<file path="config.mk">
export PLATFORM = sky130hd
export DESIGN_NAME = vfd_command_frame_generator_core
export DESIGN_NICKNAME = d
export VERILOG_FILES = /design/src/vfdfg_pkg.sv /design/src/vfdfg_ctrl.sv /design/src/vfdfg_dpath.sv /design/src/vfd_command_frame_generator_core.sv
export SDC_FILE = /design/constraint.sdc
export NUM_CORES = 1
export LEC_CHECK = 0
export BUFFER_PORTS_ARGS = -buffer_cell sky130_fd_sc_hd__buf_4
export CORE_ASPECT_RATIO = 1.2
export CORE_MARGIN = 2
export CORE_UTILIZATION = 45
export DETAILED_ROUTE_END_ITERATION = 10
export PLACE_DENSITY = 0.7
export SYNTH_ARGS = -nofsm -noshare
export SYNTH_HDL_FRONTEND = slang
export SYNTH_SLANG_ARGS = --single-unit
export TNS_END_PERCENT = 5
</file>
<file path="constraint.sdc">
create_clock -name clock -period 10.2 [get_ports clock]
set_input_delay 0 -clock clock [delete_from_list [all_inputs] [get_ports clock]]
set_output_delay 0 -clock clock [all_outputs]
set_load 0.005 [all_outputs]
</file>
<file path="src/vfdfg_pkg.sv">
`timescale 1ns / 1ps
// ----------------------------------------------------------------------------
// VFD command frame generator package
// Shared widths, codes, byte constants and the controller/datapath interface.
// ----------------------------------------------------------------------------
package vfdfg_pkg;

   localparam int GLYPH_SLOTS_DEF   = 8;
   localparam int MAX_POSITIONS_DEF = 16;
   localparam int GLYPH_COLUMNS     = 5;

   localparam int BYTE_W     = 8;
   localparam int BITMAP_W   = GLYPH_COLUMNS * BYTE_W;
   localparam int COL_CNT_W  = $clog2(GLYPH_COLUMNS);
   localparam int CMD_W      = 4;
   localparam int ROW_W      = 2;
   localparam int COL_W      = 4;
   localparam int ROWS_W     = 3;
   localparam int COLS_W     = 5;
   localparam int KIND_W     = 2;
   localparam int STAT_W     = 2;
   localparam int STR_CNT_W  = 5;
   localparam int CSR_IDX_W  = 1;
   localparam int CSR_DATA_W = 8;

   localparam logic [CMD_W-1:0] CMD_INIT      = 4'd0;
   localparam logic [CMD_W-1:0] CMD_BRIGHT    = 4'd1;
   localparam logic [CMD_W-1:0] CMD_CLEAR     = 4'd2;
   localparam logic [CMD_W-1:0] CMD_CHAR      = 4'd3;
   localparam logic [CMD_W-1:0] CMD_STR_OPEN  = 4'd4;
   localparam logic [CMD_W-1:0] CMD_STR_CHAR  = 4'd5;
   localparam logic [CMD_W-1:0] CMD_STR_CLOSE = 4'd6;
   localparam logic [CMD_W-1:0] CMD_ADD_GLYPH = 4'd7;
   localparam logic [CMD_W-1:0] CMD_GLYPH     = 4'd8;

   localparam logic [KIND_W-1:0] KIND_BYTE         = 2'd0;
   localparam logic [KIND_W-1:0] KIND_BYTE_RELEASE = 2'd1;
   localparam logic [KIND_W-1:0] KIND_RELEASE      = 2'd2;
   localparam logic [KIND_W-1:0] KIND_STATUS       = 2'd3;

   localparam logic [STAT_W-1:0] STAT_OK        = 2'd0;
   localparam logic [STAT_W-1:0] STAT_FULL      = 2'd1;
   localparam logic [STAT_W-1:0] STAT_NOT_FOUND = 2'd2;
   localparam logic [STAT_W-1:0] STAT_REJECTED  = 2'd3;

   localparam logic [CSR_IDX_W-1:0] CSR_DISPLAY_ROWS = 1'b0;
   localparam logic [CSR_IDX_W-1:0] CSR_DISPLAY_COLS = 1'b1;

   localparam logic [ROWS_W-1:0] ROWS_RESET = 3'd1;
   localparam logic [COLS_W-1:0] COLS_RESET = 5'd8;

   localparam logic [BYTE_W-1:0] BYTE_DIGIT_COUNT = 8'hE0;
   localparam logic [BYTE_W-1:0] BYTE_BRIGHTNESS  = 8'hE4;
   localparam logic [BYTE_W-1:0] BYTE_REFRESH     = 8'hE8;
   localparam logic [BYTE_W-1:0] BYTE_POS_BASE    = 8'h20;
   localparam logic [BYTE_W-1:0] BYTE_SPACE       = 8'h20;
   localparam logic [BYTE_W-1:0] BYTE_CGRAM_BASE  = 8'h40;
   localparam logic [BYTE_W-1:0] BYTE_CHAR_OFFSET = 8'h30;

   typedef enum logic [3:0] {
      SRC_ZERO      = 4'd0,
      SRC_E0        = 4'd1,
      SRC_POS_MAX   = 4'd2,
      SRC_E4        = 4'd3,
      SRC_LEVEL     = 4'd4,
      SRC_CLR_ADDR  = 4'd5,
      SRC_SPACE     = 4'd6,
      SRC_E8        = 4'd7,
      SRC_POS_ADDR  = 4'd8,
      SRC_CHAR_CODE = 4'd9,
      SRC_CHAR_RAW  = 4'd10,
      SRC_CG_ADDR   = 4'd11,
      SRC_CG_COL    = 4'd12,
      SRC_CG_INDEX  = 4'd13
   } src_type;

   typedef struct packed {
      logic                load;
      logic                emit;
      src_type             src;
      logic [KIND_W-1:0]   kind;
      logic [STAT_W-1:0]   status;
      logic                last;
      logic                clr_next;
      logic                col_next;
      logic                srch_next;
      logic                str_open;
      logic                str_char;
      logic                str_end;
      logic                str_close;
      logic                glyph_store;
   } ctl_cmd_type;

   typedef struct packed {
      logic [CMD_W-1:0] command;
      logic             str_active;
      logic             str_room;
      logic             chr_zero;
      logic             glyph_full;
      logic             no_positions;
      logic             clr_last;
      logic             col_last;
      logic             srch_hit;
      logic             srch_miss;
      logic             out_free;
   } dp_sts_type;

endpackage

</file>
<file path="src/vfdfg_ctrl.sv">
`timescale 1ns / 1ps
// ----------------------------------------------------------------------------
// VFD frame generator controller
// Decodes the captured request and steps through the word sequence it needs.
// ----------------------------------------------------------------------------
module vfdfg_ctrl (
   input  logic                   clock,
   input  logic                   reset,
   input  logic                   req_valid,
   output logic                   req_stall,
   input  vfdfg_pkg::dp_sts_type  sts,
   output vfdfg_pkg::ctl_cmd_type cmd
);

   typedef enum logic [18:0] {
      ST_IDLE      = 19'h00001,
      ST_DECODE    = 19'h00002,
      ST_SEARCH    = 19'h00004,
      ST_INIT_E0   = 19'h00008,
      ST_INIT_CNT  = 19'h00010,
      ST_BRI_CMD   = 19'h00020,
      ST_BRI_LVL   = 19'h00040,
      ST_CLR_ADDR  = 19'h00080,
      ST_CLR_DATA  = 19'h00100,
      ST_REFRESH   = 19'h00200,
      ST_POS_ADDR  = 19'h00400,
      ST_CHAR_DATA = 19'h00800,
      ST_STR_CHAR  = 19'h01000,
      ST_RELEASE   = 19'h02000,
      ST_STATUS    = 19'h04000,
      ST_CG_ADDR   = 19'h08000,
      ST_CG_COL    = 19'h10000,
      ST_CG_POS    = 19'h20000,
      ST_CG_IDX    = 19'h40000
   } state_type;

   state_type                        state_ff, state_in;
   logic [vfdfg_pkg::STAT_W-1:0]     status_ff, status_in;
   logic                             busy;

   assign req_stall = (state_ff != ST_IDLE);
   assign busy = sts.str_active &&
                 ((sts.command <= vfdfg_pkg::CMD_STR_OPEN) ||
                  (sts.command == vfdfg_pkg::CMD_GLYPH));

   always_comb begin
      state_in        = state_ff;
      status_in       = status_ff;
      cmd             = '0;
      cmd.src         = vfdfg_pkg::SRC_ZERO;
      cmd.kind        = vfdfg_pkg::KIND_BYTE;
      cmd.status      = vfdfg_pkg::STAT_OK;
      unique case (state_ff)
         ST_IDLE: begin
            if (req_valid) begin
               cmd.load = 1'b1;
               state_in = ST_DECODE;
            end
         end
         ST_DECODE: begin
            if (busy) begin
               status_in = vfdfg_pkg::STAT_REJECTED;
               state_in  = ST_STATUS;
            end else begin
               unique case (sts.command)
                  vfdfg_pkg::CMD_INIT:   state_in = ST_INIT_E0;
                  vfdfg_pkg::CMD_BRIGHT: state_in = ST_BRI_CMD;
                  vfdfg_pkg::CMD_CLEAR:  state_in = sts.no_positions ? ST_IDLE : ST_CLR_ADDR;
                  vfdfg_pkg::CMD_CHAR:   state_in = ST_POS_ADDR;
                  vfdfg_pkg::CMD_STR_OPEN: begin
                     cmd.str_open = 1'b1;
                     state_in     = ST_POS_ADDR;
                  end
                  vfdfg_pkg::CMD_STR_CHAR: begin
                     if (!sts.str_active) begin
                        status_in = vfdfg_pkg::STAT_REJECTED;
                        state_in  = ST_STATUS;
                     end else if (sts.str_room && sts.chr_zero) begin
                        cmd.str_end = 1'b1;
                        state_in    = ST_IDLE;
                     end else if (sts.str_room) begin
                        cmd.str_char = 1'b1;
                        state_in     = ST_STR_CHAR;
                     end else begin
                        state_in = ST_IDLE;
                     end
                  end
                  vfdfg_pkg::CMD_STR_CLOSE: begin
                     if (!sts.str_active) begin
                        status_in = vfdfg_pkg::STAT_REJECTED;
                        state_in  = ST_STATUS;
                     end else begin
                        cmd.str_close = 1'b1;
                        state_in      = ST_RELEASE;
                     end
                  end
                  vfdfg_pkg::CMD_ADD_GLYPH: begin
                     if (sts.glyph_full) begin
                        status_in = vfdfg_pkg::STAT_FULL;
                     end else begin
                        cmd.glyph_store = 1'b1;
                        status_in       = vfdfg_pkg::STAT_OK;
                     end
                     state_in = ST_STATUS;
                  end
                  vfdfg_pkg::CMD_GLYPH:  state_in = ST_SEARCH;
                  default: begin
                     status_in = vfdfg_pkg::STAT_REJECTED;
                     state_in  = ST_STATUS;
                  end
               endcase
            end
         end
         ST_SEARCH: begin
            if (sts.srch_hit) begin
               state_in = ST_CG_ADDR;
            end else if (sts.srch_miss) begin
               status_in = vfdfg_pkg::STAT_NOT_FOUND;
               state_in  = ST_STATUS;
            end else begin
               cmd.srch_next = 1'b1;
            end
         end
         ST_INIT_E0: begin
            cmd.src = vfdfg_pkg::SRC_E0;
            if (sts.out_free) begin
               cmd.emit = 1'b1;
               state_in = ST_INIT_CNT;
            end
         end
         ST_INIT_CNT: begin
            cmd.src  = vfdfg_pkg::SRC_POS_MAX;
            cmd.kind = vfdfg_pkg::KIND_BYTE_RELEASE;
            if (sts.out_free) begin
               cmd.emit = 1'b1;
               state_in = ST_BRI_CMD;
            end
         end
         ST_BRI_CMD: begin
            cmd.src = vfdfg_pkg::SRC_E4;
            if (sts.out_free) begin
               cmd.emit = 1'b1;
               state_in = ST_BRI_LVL;
            end
         end
         ST_BRI_LVL: begin
            cmd.src  = vfdfg_pkg::SRC_LEVEL;
            cmd.kind = vfdfg_pkg::KIND_BYTE_RELEASE;
            cmd.last = (sts.command == vfdfg_pkg::CMD_BRIGHT);
            if (sts.out_free) begin
               cmd.emit = 1'b1;
               if (sts.command == vfdfg_pkg::CMD_BRIGHT) begin
                  state_in = ST_IDLE;
               end else begin
                  state_in = sts.no_positions ? ST_REFRESH : ST_CLR_ADDR;
               end
            end
         end
         ST_CLR_ADDR: begin
            cmd.src = vfdfg_pkg::SRC_CLR_ADDR;
            if (sts.out_free) begin
               cmd.emit = 1'b1;
               state_in = ST_CLR_DATA;
            end
         end
         ST_CLR_DATA: begin
            cmd.src  = vfdfg_pkg::SRC_SPACE;
            cmd.kind = vfdfg_pkg::KIND_BYTE_RELEASE;
            cmd.last = (sts.command == vfdfg_pkg::CMD_CLEAR) && sts.clr_last;
            if (sts.out_free) begin
               cmd.emit     = 1'b1;
               cmd.clr_next = 1'b1;
               if (!sts.clr_last) begin
                  state_in = ST_CLR_ADDR;
               end else if (sts.command == vfdfg_pkg::CMD_CLEAR) begin
                  state_in = ST_IDLE;
               end else begin
                  state_in = ST_REFRESH;
               end
            end
         end
         ST_REFRESH: begin
            cmd.src  = vfdfg_pkg::SRC_E8;
            cmd.kind = vfdfg_pkg::KIND_BYTE_RELEASE;
            cmd.last = 1'b1;
            if (sts.out_free) begin
               cmd.emit = 1'b1;
               state_in = ST_IDLE;
            end
         end
         ST_POS_ADDR: begin
            cmd.src  = vfdfg_pkg::SRC_POS_ADDR;
            cmd.last = (sts.command == vfdfg_pkg::CMD_STR_OPEN);
            if (sts.out_free) begin
               cmd.emit = 1'b1;
               state_in = (sts.command == vfdfg_pkg::CMD_STR_OPEN) ? ST_IDLE : ST_CHAR_DATA;
            end
         end
         ST_CHAR_DATA: begin
            cmd.src  = vfdfg_pkg::SRC_CHAR_CODE;
            cmd.kind = vfdfg_pkg::KIND_BYTE_RELEASE;
            cmd.last = 1'b1;
            if (sts.out_free) begin
               cmd.emit = 1'b1;
               state_in = ST_IDLE;
            end
         end
         ST_STR_CHAR: begin
            cmd.src  = vfdfg_pkg::SRC_CHAR_RAW;
            cmd.last = 1'b1;
            if (sts.out_free) begin
               cmd.emit = 1'b1;
               state_in = ST_IDLE;
            end
         end
         ST_RELEASE: begin
            cmd.kind = vfdfg_pkg::KIND_RELEASE;
            cmd.last = 1'b1;
            if (sts.out_free) begin
               cmd.emit = 1'b1;
               state_in = ST_IDLE;
            end
         end
         ST_STATUS: begin
            cmd.kind   = vfdfg_pkg::KIND_STATUS;
            cmd.status = status_ff;
            cmd.last   = 1'b1;
            if (sts.out_free) begin
               cmd.emit = 1'b1;
               state_in = ST_IDLE;
            end
         end
         ST_CG_ADDR: begin
            cmd.src = vfdfg_pkg::SRC_CG_ADDR;
            if (sts.out_free) begin
               cmd.emit = 1'b1;
               state_in = ST_CG_COL;
            end
         end
         ST_CG_COL: begin
            cmd.src  = vfdfg_pkg::SRC_CG_COL;
            cmd.kind = sts.col_last ? vfdfg_pkg::KIND_BYTE_RELEASE : vfdfg_pkg::KIND_BYTE;
            if (sts.out_free) begin
               cmd.emit     = 1'b1;
               cmd.col_next = 1'b1;
               state_in     = sts.col_last ? ST_CG_POS : ST_CG_COL;
            end
         end
         ST_CG_POS: begin
            cmd.src = vfdfg_pkg::SRC_POS_ADDR;
            if (sts.out_free) begin
               cmd.emit = 1'b1;
               state_in = ST_CG_IDX;
            end
         end
         ST_CG_IDX: begin
            cmd.src  = vfdfg_pkg::SRC_CG_INDEX;
            cmd.kind = vfdfg_pkg::KIND_BYTE_RELEASE;
            if (sts.out_free) begin
               cmd.emit = 1'b1;
               state_in = ST_REFRESH;
            end
         end
         default: state_in = ST_IDLE;
      endcase
   end

   always_ff @(posedge clock) begin
      if (reset) begin
         state_ff  <= ST_IDLE;
         status_ff <= vfdfg_pkg::STAT_OK;
      end else begin
         state_ff  <= state_in;
         status_ff <= status_in;
      end
   end

endmodule

</file>
<file path="src/vfdfg_dpath.sv">
`timescale 1ns / 1ps
// ----------------------------------------------------------------------------
// VFD frame generator datapath
// Request capture, display geometry, string and glyph state, output word.
// ----------------------------------------------------------------------------
module vfdfg_dpath #(
   parameter int GLYPH_SLOTS   = vfdfg_pkg::GLYPH_SLOTS_DEF,
   parameter int MAX_POSITIONS = vfdfg_pkg::MAX_POSITIONS_DEF
) (
   input  logic                                 clock,
   input  logic                                 reset,
   input  logic [vfdfg_pkg::CMD_W-1:0]          req_command,
   input  logic [vfdfg_pkg::ROW_W-1:0]          req_row,
   input  logic [vfdfg_pkg::COL_W-1:0]          req_col,
   input  logic [vfdfg_pkg::BYTE_W-1:0]         req_character,
   input  logic [vfdfg_pkg::BYTE_W-1:0]         req_level,
   input  logic [vfdfg_pkg::BITMAP_W-1:0]       req_bitmap,
   output logic                                 rsp_valid,
   input  logic                                 rsp_stall,
   output logic [vfdfg_pkg::BYTE_W-1:0]         rsp_data_byte,
   output logic [vfdfg_pkg::KIND_W-1:0]         rsp_kind,
   output logic [vfdfg_pkg::STAT_W-1:0]         rsp_status,
   output logic                                 rsp_last,
   input  logic                                 csr_valid,
   output logic                                 csr_ready,
   input  logic [vfdfg_pkg::CSR_IDX_W-1:0]      csr_index,
   input  logic [vfdfg_pkg::CSR_DATA_W-1:0]     csr_data,
   input  vfdfg_pkg::ctl_cmd_type               cmd,
   output vfdfg_pkg::dp_sts_type                sts
);

   localparam int IDX_W  = (GLYPH_SLOTS > 1) ? $clog2(GLYPH_SLOTS) : 1;
   localparam int CNT_W  = $clog2(GLYPH_SLOTS + 1);
   localparam int PCNT_W = $clog2(MAX_POSITIONS + 1);

   localparam int BW  = vfdfg_pkg::BYTE_W;
   localparam int SW  = vfdfg_pkg::STR_CNT_W;
   localparam int CCW = vfdfg_pkg::COL_CNT_W;

   logic [vfdfg_pkg::CMD_W-1:0]       cmd_ff, cmd_in;
   logic [vfdfg_pkg::ROW_W-1:0]       row_ff, row_in;
   logic [vfdfg_pkg::COL_W-1:0]       col_ff, col_in;
   logic [BW-1:0]                     chr_ff, chr_in;
   logic [BW-1:0]                     level_ff, level_in;
   logic [vfdfg_pkg::BITMAP_W-1:0]    bitmap_ff, bitmap_in;

   logic [vfdfg_pkg::ROWS_W-1:0]      rows_ff, rows_in;
   logic [vfdfg_pkg::COLS_W-1:0]      cols_ff, cols_in;

   logic [BW-1:0]                     glyph_sym_ff [GLYPH_SLOTS];
   logic [vfdfg_pkg::BITMAP_W-1:0]    glyph_col_ff [GLYPH_SLOTS];
   logic [CNT_W-1:0]                  glyph_count_ff, glyph_count_in;

   logic                              str_active_ff, str_active_in;
   logic                              str_ended_ff, str_ended_in;
   logic [SW-1:0]                     str_sent_ff, str_sent_in;
   logic [SW-1:0]                     str_limit_ff, str_limit_in;

   logic [PCNT_W-1:0]                 clr_idx_ff, clr_idx_in;
   logic [CCW-1:0]                    col_cnt_ff, col_cnt_in;
   logic [CNT_W-1:0]                  srch_idx_ff, srch_idx_in;

   logic                              rsp_valid_ff, rsp_valid_in;
   logic [BW-1:0]                     rsp_byte_ff, rsp_byte_in;
   logic [vfdfg_pkg::KIND_W-1:0]      rsp_kind_ff, rsp_kind_in;
   logic [vfdfg_pkg::STAT_W-1:0]      rsp_status_ff, rsp_status_in;
   logic                              rsp_last_ff, rsp_last_in;

   logic [BW-1:0]                     size_prod;
   logic [PCNT_W-1:0]                 pos_count;
   logic [BW-1:0]                     position;
   logic [vfdfg_pkg::BITMAP_W-1:0]    cg_word;
   logic [BW-1:0]                     cg_byte;
   logic [SW-1:0]                     open_limit;
   logic                              srch_miss;
   logic [BW-1:0]                     out_byte;

   assign csr_ready = 1'b1;

   assign size_prod = BW'(rows_ff) * BW'(cols_ff);
   assign pos_count = (size_prod > BW'(MAX_POSITIONS)) ? PCNT_W'(MAX_POSITIONS)
                                                       : PCNT_W'(size_prod);
   assign position  = BW'(row_ff) * BW'(cols_ff) + BW'(col_ff);
   assign open_limit = (SW'(col_ff) < cols_ff) ? (cols_ff - SW'(col_ff)) : '0;

   assign srch_miss = (srch_idx_ff >= glyph_count_ff);
   assign cg_word   = glyph_col_ff[srch_idx_ff[IDX_W-1:0]];
   assign cg_byte   = cg_word[{col_cnt_ff, 3'b000} +: BW];

   always_comb begin
      sts              = '0;
      sts.command      = cmd_ff;
      sts.str_active   = str_active_ff;
      sts.str_room     = !str_ended_ff && (str_sent_ff < str_limit_ff);
      sts.chr_zero     = (chr_ff == '0);
      sts.glyph_full   = (glyph_count_ff >= CNT_W'(GLYPH_SLOTS));
      sts.no_positions = (pos_count == '0);
      sts.clr_last     = ((clr_idx_ff + PCNT_W'(1)) == pos_count);
      sts.col_last     = (col_cnt_ff == CCW'(vfdfg_pkg::GLYPH_COLUMNS - 1));
      sts.srch_miss    = srch_miss;
      sts.srch_hit     = !srch_miss && (glyph_sym_ff[srch_idx_ff[IDX_W-1:0]] == chr_ff);
      sts.out_free     = !rsp_valid_ff || !rsp_stall;
   end

   always_comb begin
      unique case (cmd.src)
         vfdfg_pkg::SRC_ZERO:      out_byte = '0;
         vfdfg_pkg::SRC_E0:        out_byte = vfdfg_pkg::BYTE_DIGIT_COUNT;
         vfdfg_pkg::SRC_POS_MAX:   out_byte = BW'(pos_count) - BW'(1);
         vfdfg_pkg::SRC_E4:        out_byte = vfdfg_pkg::BYTE_BRIGHTNESS;
         vfdfg_pkg::SRC_LEVEL:     out_byte = level_ff;
         vfdfg_pkg::SRC_CLR_ADDR:  out_byte = vfdfg_pkg::BYTE_POS_BASE + BW'(clr_idx_ff);
         vfdfg_pkg::SRC_SPACE:     out_byte = vfdfg_pkg::BYTE_SPACE;
         vfdfg_pkg::SRC_E8:        out_byte = vfdfg_pkg::BYTE_REFRESH;
         vfdfg_pkg::SRC_POS_ADDR:  out_byte = vfdfg_pkg::BYTE_POS_BASE + position;
         vfdfg_pkg::SRC_CHAR_CODE: out_byte = chr_ff + vfdfg_pkg::BYTE_CHAR_OFFSET;
         vfdfg_pkg::SRC_CHAR_RAW:  out_byte = chr_ff;
         vfdfg_pkg::SRC_CG_ADDR:   out_byte = vfdfg_pkg::BYTE_CGRAM_BASE + BW'(srch_idx_ff);
         vfdfg_pkg::SRC_CG_COL:    out_byte = cg_byte;
         vfdfg_pkg::SRC_CG_INDEX:  out_byte = BW'(srch_idx_ff);
         default:                  out_byte = '0;
      endcase
   end

   always_comb begin
      cmd_in    = cmd.load ? req_command   : cmd_ff;
      row_in    = cmd.load ? req_row       : row_ff;
      col_in    = cmd.load ? req_col       : col_ff;
      chr_in    = cmd.load ? req_character : chr_ff;
      level_in  = cmd.load ? req_level     : level_ff;
      bitmap_in = cmd.load ? req_bitmap    : bitmap_ff;

      rows_in = rows_ff;
      cols_in = cols_ff;
      if (csr_valid) begin
         unique case (csr_index)
            vfdfg_pkg::CSR_DISPLAY_ROWS: rows_in = csr_data[vfdfg_pkg::ROWS_W-1:0];
            vfdfg_pkg::CSR_DISPLAY_COLS: cols_in = csr_data[vfdfg_pkg::COLS_W-1:0];
            default: ;
         endcase
      end

      glyph_count_in = cmd.glyph_store ? glyph_count_ff + CNT_W'(1) : glyph_count_ff;

      str_active_in = str_active_ff;
      str_ended_in  = str_ended_ff;
      str_sent_in   = str_sent_ff;
      str_limit_in  = str_limit_ff;
      if (cmd.str_open) begin
         str_active_in = 1'b1;
         str_ended_in  = 1'b0;
         str_sent_in   = '0;
         str_limit_in  = open_limit;
      end
      if (cmd.str_char) str_sent_in = str_sent_ff + SW'(1);
      if (cmd.str_end) str_ended_in = 1'b1;
      if (cmd.str_close) str_active_in = 1'b0;

      clr_idx_in  = cmd.load ? '0 : (cmd.clr_next  ? clr_idx_ff  + PCNT_W'(1) : clr_idx_ff);
      col_cnt_in  = cmd.load ? '0 : (cmd.col_next  ? col_cnt_ff  + CCW'(1)    : col_cnt_ff);
      srch_idx_in = cmd.load ? '0 : (cmd.srch_next ? srch_idx_ff + CNT_W'(1)  : srch_idx_ff);

      rsp_valid_in  = cmd.emit ? 1'b1 : (rsp_stall ? rsp_valid_ff : 1'b0);
      rsp_byte_in   = cmd.emit ? out_byte   : rsp_byte_ff;
      rsp_kind_in   = cmd.emit ? cmd.kind   : rsp_kind_ff;
      rsp_status_in = cmd.emit ? cmd.status : rsp_status_ff;
      rsp_last_in   = cmd.emit ? cmd.last   : rsp_last_ff;
   end

   always_ff @(posedge clock) begin
      if (cmd.glyph_store) begin
         glyph_sym_ff[glyph_count_ff[IDX_W-1:0]] <= chr_ff;
         glyph_col_ff[glyph_count_ff[IDX_W-1:0]] <= bitmap_ff;
      end
   end

   always_ff @(posedge clock) begin
      cmd_ff        <= cmd_in;
      row_ff        <= row_in;
      col_ff        <= col_in;
      chr_ff        <= chr_in;
      level_ff      <= level_in;
      bitmap_ff     <= bitmap_in;
      rsp_byte_ff   <= rsp_byte_in;
      rsp_kind_ff   <= rsp_kind_in;
      rsp_status_ff <= rsp_status_in;
      rsp_last_ff   <= rsp_last_in;
   end

   always_ff @(posedge clock) begin
      if (reset) begin
         rows_ff        <= vfdfg_pkg::ROWS_RESET;
         cols_ff        <= vfdfg_pkg::COLS_RESET;
         glyph_count_ff <= '0;
         str_active_ff  <= 1'b0;
         str_ended_ff   <= 1'b0;
         str_sent_ff    <= '0;
         str_limit_ff   <= '0;
         clr_idx_ff     <= '0;
         col_cnt_ff     <= '0;
         srch_idx_ff    <= '0;
         rsp_valid_ff   <= 1'b0;
      end else begin
         rows_ff        <= rows_in;
         cols_ff        <= cols_in;
         glyph_count_ff <= glyph_count_in;
         str_active_ff  <= str_active_in;
         str_ended_ff   <= str_ended_in;
         str_sent_ff    <= str_sent_in;
         str_limit_ff   <= str_limit_in;
         clr_idx_ff     <= clr_idx_in;
         col_cnt_ff     <= col_cnt_in;
         srch_idx_ff    <= srch_idx_in;
         rsp_valid_ff   <= rsp_valid_in;
      end
   end

   assign rsp_valid     = rsp_valid_ff;
   assign rsp_data_byte = rsp_byte_ff;
   assign rsp_kind      = rsp_kind_ff;
   assign rsp_status    = rsp_status_ff;
   assign rsp_last      = rsp_last_ff;

endmodule

</file>
<file path="src/vfd_command_frame_generator_core.sv">
`timescale 1ns / 1ps
// ----------------------------------------------------------------------------
// VFD command frame generator core
// Turns display requests into serial VFD controller byte frames.
// ----------------------------------------------------------------------------
// One request is handled at a time: req_stall is low only while the controller
// is idle, and each result word leaves through a single output register, one
// word per cycle while rsp_stall is low. A request is captured, decoded and
// then emits its words: init sends 5 + 2*P words with P = min(rows*cols,
// MAX_POSITIONS), clear 2*P, and a glyph write searches the glyph table (one
// table entry compared per cycle) before its nine words. Requests that produce
// no word return to idle from decode. The user writes display rows and columns
// through the csr_ port only while idle; the block does not enforce this.
// ----------------------------------------------------------------------------
module vfd_command_frame_generator_core #(
   parameter int GLYPH_SLOTS   = vfdfg_pkg::GLYPH_SLOTS_DEF,
   parameter int MAX_POSITIONS = vfdfg_pkg::MAX_POSITIONS_DEF
) (
   input  logic                              clock,
   input  logic                              reset,
   input  logic                              req_valid,
   output logic                              req_stall,
   input  logic [vfdfg_pkg::CMD_W-1:0]       req_command,
   input  logic [vfdfg_pkg::ROW_W-1:0]       req_row,
   input  logic [vfdfg_pkg::COL_W-1:0]       req_col,
   input  logic [vfdfg_pkg::BYTE_W-1:0]      req_character,
   input  logic [vfdfg_pkg::BYTE_W-1:0]      req_level,
   input  logic [vfdfg_pkg::BITMAP_W-1:0]    req_bitmap,
   output logic                              rsp_valid,
   input  logic                              rsp_stall,
   output logic [vfdfg_pkg::BYTE_W-1:0]      rsp_data_byte,
   output logic [vfdfg_pkg::KIND_W-1:0]      rsp_kind,
   output logic [vfdfg_pkg::STAT_W-1:0]      rsp_status,
   output logic                              rsp_last,
   input  logic                              csr_valid,
   output logic                              csr_ready,
   input  logic [vfdfg_pkg::CSR_IDX_W-1:0]   csr_index,
   input  logic [vfdfg_pkg::CSR_DATA_W-1:0]  csr_data
);

   vfdfg_pkg::ctl_cmd_type ctl_cmd;
   vfdfg_pkg::dp_sts_type  dp_sts;

   vfdfg_ctrl u_ctrl (
      .clock     (clock),
      .reset     (reset),
      .req_valid (req_valid),
      .req_stall (req_stall),
      .sts       (dp_sts),
      .cmd       (ctl_cmd)
   );

   vfdfg_dpath #(
      .GLYPH_SLOTS   (GLYPH_SLOTS),
      .MAX_POSITIONS (MAX_POSITIONS)
   ) u_dpath (
      .clock         (clock),
      .reset         (reset),
      .req_command   (req_command),
      .req_row       (req_row),
      .req_col       (req_col),
      .req_character (req_character),
      .req_level     (req_level),
      .req_bitmap    (req_bitmap),
      .rsp_valid     (rsp_valid),
      .rsp_stall     (rsp_stall),
      .rsp_data_byte (rsp_data_byte),
      .rsp_kind      (rsp_kind),
      .rsp_status    (rsp_status),
      .rsp_last      (rsp_last),
      .csr_valid     (csr_valid),
      .csr_ready     (csr_ready),
      .csr_index     (csr_index),
      .csr_data      (csr_data),
      .cmd           (ctl_cmd),
      .sts           (dp_sts)
   );

endmodule

</file>
==> impl_metrics.toml, run 1 <==
[setup_path]
r2r_cells = 11
r2r_start = "u_dpath.cols_ff[0]$_SDFFE_PP0P_"
critPathLaunchType = "flip-flop"
crit_chain = "and2_1, fa_1, ha_1, fa_1, or2_2, o21ai_1, nand4_1, a2111oi_0, a41oi_1, o311ai_1, a311o_1"
criticalPathCategory = "reg -> reg"
crit_required_ns = 10.73
ff2ff_setup_slack_ns = 5.43
worstPathMaxFanout = 10
slowest_stage = "a2111oi_0"
cp-end-kind = "flip-flop"
crit_top_cell = "fa_1"
arrival_ns = 5.31
r2r-end = "u_ctrl.state_ff[0]$_SDFFE_PP1P_"
cpPeakStageDelay_ns = 1.10

[yosys]
synthXorXnorAreaFrac = 0.0123
synth-simple-area-share = 0.0728
async_flop_share = 0
yosys-mux-area-fraction = 0.127
syn_nets = 1428
synth_compound_area_frac = 0.0547
synth_fa_ha_area_frac = 0.0291
synth_area_per_cell_um2 = 17.0
ys_seq_area_frac = 0.685
ys_types = 82
postSynthCellCount = 1302
synthFlopType = "edfxtp_1"
synth_edf_count = 463
yosysWarnings = 0
synth-seq-cells = 524
synth_top_family_by_area = "multiplexers"
synth_area_um2 = 22100

[place]
preCtsSetupSlack_ns = 5.54
postPlaceCellArea_um2 = 23500
place_inst = 1981
io_buffers = 91
gp_congestion = 0.872
dpl.hpwl_um = 28100

[global_route]
grt_pass1_vias = 12700
overflow = 0
grt_max_degree = 56
use_met3 = 0.0315
grt_pass1_wl_um = 71900
grtUsageTotal = 0.188
grt_util_met1 = 0.235
top_usage_layer = "met2"
antenna_found_initial = 0
met2_usage = 0.338

[floorplanning]
ios = 96
die_y_um = 247
start_util = 0.457
die_area_um2 = 50900
rows = 88
chipWidth_um = 206
fp.coreArea_um2 = 48300

[route]
viasPerCell = 5.70
finalWirelength_um = 47400
drc_errors = 0
first_pass_iters = 5
wl_per_cell_um = 22.0
drt-initial-drc-count = 1065
ant_nets = 0
route.vias.total = 12300

[clocking]
cts_sinks = 524
h-tree-depth = 2
post_cts_buffers = 0
cts_resized = 0
cts_tree = "yes"
cts_buffer_depth = 3
root_buffer = "clkbuf_16"
clk_latency_ns = 0.59
cts-buffers-inserted = 51
clk_pin_slew_worst_paths_ns = 0.06

[sta]
fin_crit_sh = 0.468
drv_slew = 0
setup_violations = 0
min_period_ns = 4.77
worst_slack_ns = 5.43
setup_tns_ns = 0
worstMarginPinSlew_ns = 1.27
rsz0062_at_grt = "no"
fmaxAchievable_mhz = 209
hold_ws_ns = 0.120
finClkSkew_ns = 0.0121
max-slew-margin-rel = 0.132
hold_viol_final = 0

[final_layout]
multi_input_comb_area_um2 = 6590
layout_common_cells = "edfxtp_1, mux4_2, buf_4, dlygate4sd3_1, nand2_1"
drive_above_1_share = 0.213
fin_nets = 1614
synthToLayoutAreaGrowth_pct = 17.8
insertedDiodeCount = 0
final_core_util = 0.538
mostFrequentLayoutCell = "edfxtp_1"
fillers = 3770
fin_cells = 2159
final_area_um2 = 26000
seqCellArea_um2 = 15100

[power]
p_per_area_nw_per_um2 = 173
power_mw = 4.51
p_leak_nw = 8.69
ir_worst_vdd_v = 0.000134

[min_path]
worstHoldStart = "req_bitmap[30]"
hold_depth = 2
hold_class = "in -> reg"
whs_endpoint = "u_dpath.bitmap_ff[30]$_DFFE_PP_"

[outcome]
status = "finished, final reports clean"

[run]
max_cap_viol_count = 0
==> logic make-up (layout without fill, tap and decap cells) <==
group | Yosys count | count (layout)
flops | 524 | 524
simple gates | 289 | 289
compound gates | 170 | 170
mux | 140 | 140
buf+inv | 101 | 328
fa+ha+maj | 46 | 46
xor+xnor | 31 | 31
other cells | 1 | 1
==> synth_stat cells (17+ instances only) <==
cell type	count	share of area
and2_1	20	0.0057
a21oi_1	46	0.010
dfxtp_1	61	0.055
mux4_2	112	0.11
o21ai_0	21	0.0048
xor2_1	21	0.0083
edfxtp_1	463	0.63
nand4_1	17	0.0048
inv_1	40	0.0068
nor2_1	57	0.0097
clkbuf_1	23	0.0039
nand2_1	65	0.011
mux2i_1	28	0.013
nand3_1	25	0.0057
ha_1	37	0.021
==> worst max-delay path: cells and delay by family (launching register included) <==
kind / cells / cell delay, ns
compound gates: 5 / 2.33
fa+ha+maj: 3 / 1.13
simple gates: 3 / 0.71
flops: 1 / 0.54
==> area by class of cell <==
type	instances	share of cell area
tap	630	0.0303
inverter	41	0.00596
clock buffer	64	0.0513
multi-input combinational	677	0.253
sequential	524	0.582
clock inverter	30	0.0135
timing repair buffer	193	0.0638
==> timing repair <==
| item | CTS | global route |
|---|---|---|
| hold buffers | 84 | 0 |
| endpoints found under the hold margin | 120 | 0 |
| endpoints found under the setup margin | 0 | 0 |
==> routing by layer <==
layer  up-vias  share of wire
met5         -              0
met4         0          0.021
met2       372           0.52
met1      6259           0.41
met3        78          0.049
li1       5591              -
==> worst max path at each step <==
| stage | from | end | slack (ns) | cells past startpoint |
|---|---|---|---|---|
| after global placement | u_dpath.cols_ff[0]$_SDFFE_PP0P_ | u_ctrl.state_ff[0]$_SDFFE_PP1P_ | 5.74 | 11 |
| final | u_dpath.cols_ff[0]$_SDFFE_PP0P_ | u_ctrl.state_ff[0]$_SDFFE_PP1P_ | 5.43 | 11 |
| after floorplan | u_ctrl.state_ff[8]$_SDFFE_PP0P_ | u_dpath.glyph_col_ff[0][0]$_DFFE_PP_ | 4.34 | 7 |
| after global routing | u_dpath.cols_ff[0]$_SDFFE_PP0P_ | u_ctrl.state_ff[0]$_SDFFE_PP1P_ | 5.17 | 11 |
| after CTS | u_dpath.cols_ff[0]$_SDFFE_PP0P_ | u_ctrl.state_ff[0]$_SDFFE_PP1P_ | 5.51 | 11 |
| after detailed placement | u_dpath.cols_ff[0]$_SDFFE_PP0P_ | u_ctrl.state_ff[0]$_SDFFE_PP1P_ | 5.54 | 11 |
==> power by group <==
group          internal (mW)  total (mW)  switching, mW
logic                 0.0788       0.172         0.0937
registers               2.38        2.43         0.0510
clock network           1.11        1.90          0.791
==> flip-flops by register name, summed over array words and instances, names as in the netlist, 3 cells and up, named ones only <==
name,flops
u_dpath.cmd_ff,4
u_dpath.col_cnt_ff,3
u_dpath.cols_ff,5
u_dpath.chr_ff,8
u_dpath.srch_idx_ff,4
u_dpath.clr_idx_ff,5
u_dpath.glyph_sym_ff,64
u_dpath.rsp_data_byte,8
u_dpath.str_sent_ff,5
u_dpath.rows_ff,3
u_ctrl.state_ff,19
u_dpath.glyph_col_ff,320
u_dpath.level_ff,8
u_dpath.bitmap_ff,40
u_dpath.glyph_count_ff,4
u_dpath.col_ff,4
u_dpath.str_limit_ff,5
Power figures use the tool's default switching activity.
==> run 2, diff against run 1 <==
ABC_AREA = 1   (was not set)
PLACE_DENSITY = 0.73   (was 0.7)
clock period = 4 ns   (was 10.2 ns; I/O delays follow)
==> impl_metrics.toml, run 2 <==
[outcome]
status = "finished, final reports clean"

[yosys]
synthFlopType = "edfxtp_1"
synthXorXnorAreaFrac = 0.00613
async_flop_share = 0
yosys.area.top_type = "edfxtp_1"
yosysTopAreaCellShare = 0.608
ys_seq_area_frac = 0.661
syn_nets = 2286
synth_top_family_by_area = "simple AND/OR/NAND/NOR gates"
ys_types = 46
synth-simple-area-share = 0.202
synth_fa_ha_area_frac = 0.0281
synth_compound_area_frac = 0.0525
synth_area_um2 = 22900
synth_area_per_cell_um2 = 10.6
yosysWarnings = 0
synth_area_leaders = "edfxtp_1, nand2_1, nand3_1, dfxtp_1, inv_1"
synth-seq-cells = 524
yosysMostFrequentCell = "nand2_1"
synth_common_cells = "nand2_1, edfxtp_1, nand3_1, inv_1, nor2_1"
synth_edf_count = 463
postSynthCellCount = 2160
yosys-mux-area-fraction = 0

[route]
viasPerCell = 5.48
ant_nets = 0
wl_per_cell_um = 18.9
drc_errors = 0
first_pass_iters = 5
finalWirelength_um = 57100
route.vias.total = 16500
drt-initial-drc-count = 1445

[setup_path]
worstPathMaxFanout = 9
r2r_cells = 16
arrival_ns = 3.99
ff2ff_setup_slack_ns = 0.36
crit_required_ns = 4.35
cp-end-kind = "flip-flop"
r2r_start = "u_dpath.cols_ff[1]$_SDFFE_PP0P_"
r2r-end = "u_dpath.rsp_data_byte[2]$_DFFE_PP_"
critPathLaunchType = "flip-flop"
startpoint = "u_dpath.cols_ff[1]$_SDFFE_PP0P_"
crit_path_end = "u_dpath.rsp_data_byte[2]$_DFFE_PP_"
criticalPathCategory = "reg -> reg"

[sta]
worstMarginPinSlew_ns = 0.986
min_period_ns = 3.64
setup_violations = 0
rsz0062_at_grt = "no"
max-slew-margin-rel = 0.339
worst_slack_ns = 0.362
finClkSkew_ns = 0.0208
fin_crit_sh = 0.910
hold_viol_final = 0
fmaxAchievable_mhz = 275
setup_tns_ns = 0
drv_slew = 0

[global_route]
overflow = 0
grt_pass1_wl_um = 88900
antenna_found_initial = 0
grtUsageTotal = 0.217
grt_pass1_vias = 16500
grt_max_degree = 193

[min_path]
hold_class = "in -> reg"
worstHoldStart = "req_col[2]"

[final_layout]
largest_reg_flops = 320
final_core_util = 0.536
drive_above_1_share = 0.0978
fin_nets = 2458
mostFrequentLayoutCell = "nand2_1"
synthToLayoutAreaGrowth_pct = 17.7
insertedDiodeCount = 0
final_area_um2 = 26900
layout_common_cells = "nand2_1, edfxtp_1, nand3_1, inv_1, nor2_1"
fin_cells = 3016

[floorplanning]
die_y_um = 251
chipWidth_um = 210
fp.coreArea_um2 = 50200
ios = 96
die_area_um2 = 52700
rows = 90
start_util = 0.455

[clocking]
clk_latency_ns = 0.61
h-tree-depth = 2
cts_sinks = 524
cts-buffers-inserted = 51
post_cts_buffers = 0
root_buffer = "clkbuf_16"
clk_pin_slew_worst_paths_ns = 0.07
cts_buffer_depth = 3
cts_tree = "yes"

[run]
max_cap_viol_count = 0

[place]
gp_congestion = 0.956
preCtsSetupSlack_ns = 0.332
io_buffers = 91
place_inst = 2837
postPlaceCellArea_um2 = 24400
dpl.hpwl_um = 33300

[power]
ir_worst_vdd_v = 0.000326
p_per_area_nw_per_um2 = 485
p_leak_nw = 10.4
[run 2: per-stage QoR]
stage / hold WS, ns / power [mW]
after floorplan: 0.0989 / 7.73
after global placement: 0.178 / 8.28
after detailed placement: 0.179 / 8.32
after CTS: 0.0828 / 13.1
after global routing: 0.108 / 13.5
final: 0.116 / 13.0
[run 2: power breakdown]
group | switching [mW] | internal, mW | total [mW]
logic | 0.889 | 0.450 | 1.34
clock network | 2.00 | 2.74 | 4.73
registers | 0.389 | 6.58 | 6.97
total | 3.27 | 9.77 | 13.0
[run 2: critical path, stage by stage, from the launching register on]
cell and delay, ns:
dfxtp_1 0.50, nand2_1 0.09, inv_1 0.08, fa_1 0.42, ha_1 0.23, fa_1 0.46, nand3_1 0.11, nand2_1 0.06
nand2_1 0.06, nand2_1 0.05, nor2_2 0.28, nand3_1 0.27, ha_1 0.32, a21oi_1 0.12, o21ai_0 0.10, a21oi_1 0.15
nand3_1 0.10
[run 2: worst min path at each step]
stage / end / slack [ns] / cells after the start
after global placement: u_dpath.row_ff[0]$_DFFE_PP_ / 0.18 / 1
final: u_dpath.col_ff[2]$_DFFE_PP_ / 0.12 / 2
after global routing: u_dpath.level_ff[6]$_DFFE_PP_ / 0.11 / 2
after CTS: u_dpath.row_ff[0]$_DFFE_PP_ / 0.08 / 2
after detailed placement: u_dpath.level_ff[7]$_DFFE_PP_ / 0.18 / 1
after floorplan: u_dpath.bitmap_ff[0]$_DFFE_PP_ / 0.1 / 0
[run 2: final cells by class]
class | instances | area, um2
well taps | 644 | 806
inverters | 200 | 753
repair buffers | 206 | 1920
multi-input cells | 1349 | 6670
clock buffers | 72 | 1430
fillers | 4166 | 23300
flip-flops and latches | 524 | 15100
clock inverters | 21 | 208
[run 2: logic make-up after synthesis]
group,after synthesis
simple gates,1075
flops,524
buf+inv,287
compound gates,211
fa+ha+maj,46
xor+xnor,16
other cells,1
[run 2: layer usage]
metal / routed length, um / track usage
met5: 0 / 0
met3: 4040 / 0.0396
met1: 22600 / 0.270
met2: 28200 / 0.373
met4: 2300 / 0.0908
[run 2: repair_timing]
action,4_1_cts,5_1_grt
endpoints found under the hold margin,103,0
setup endpoints to repair,0,4
hold buffers,86,0
resized for setup,0,1
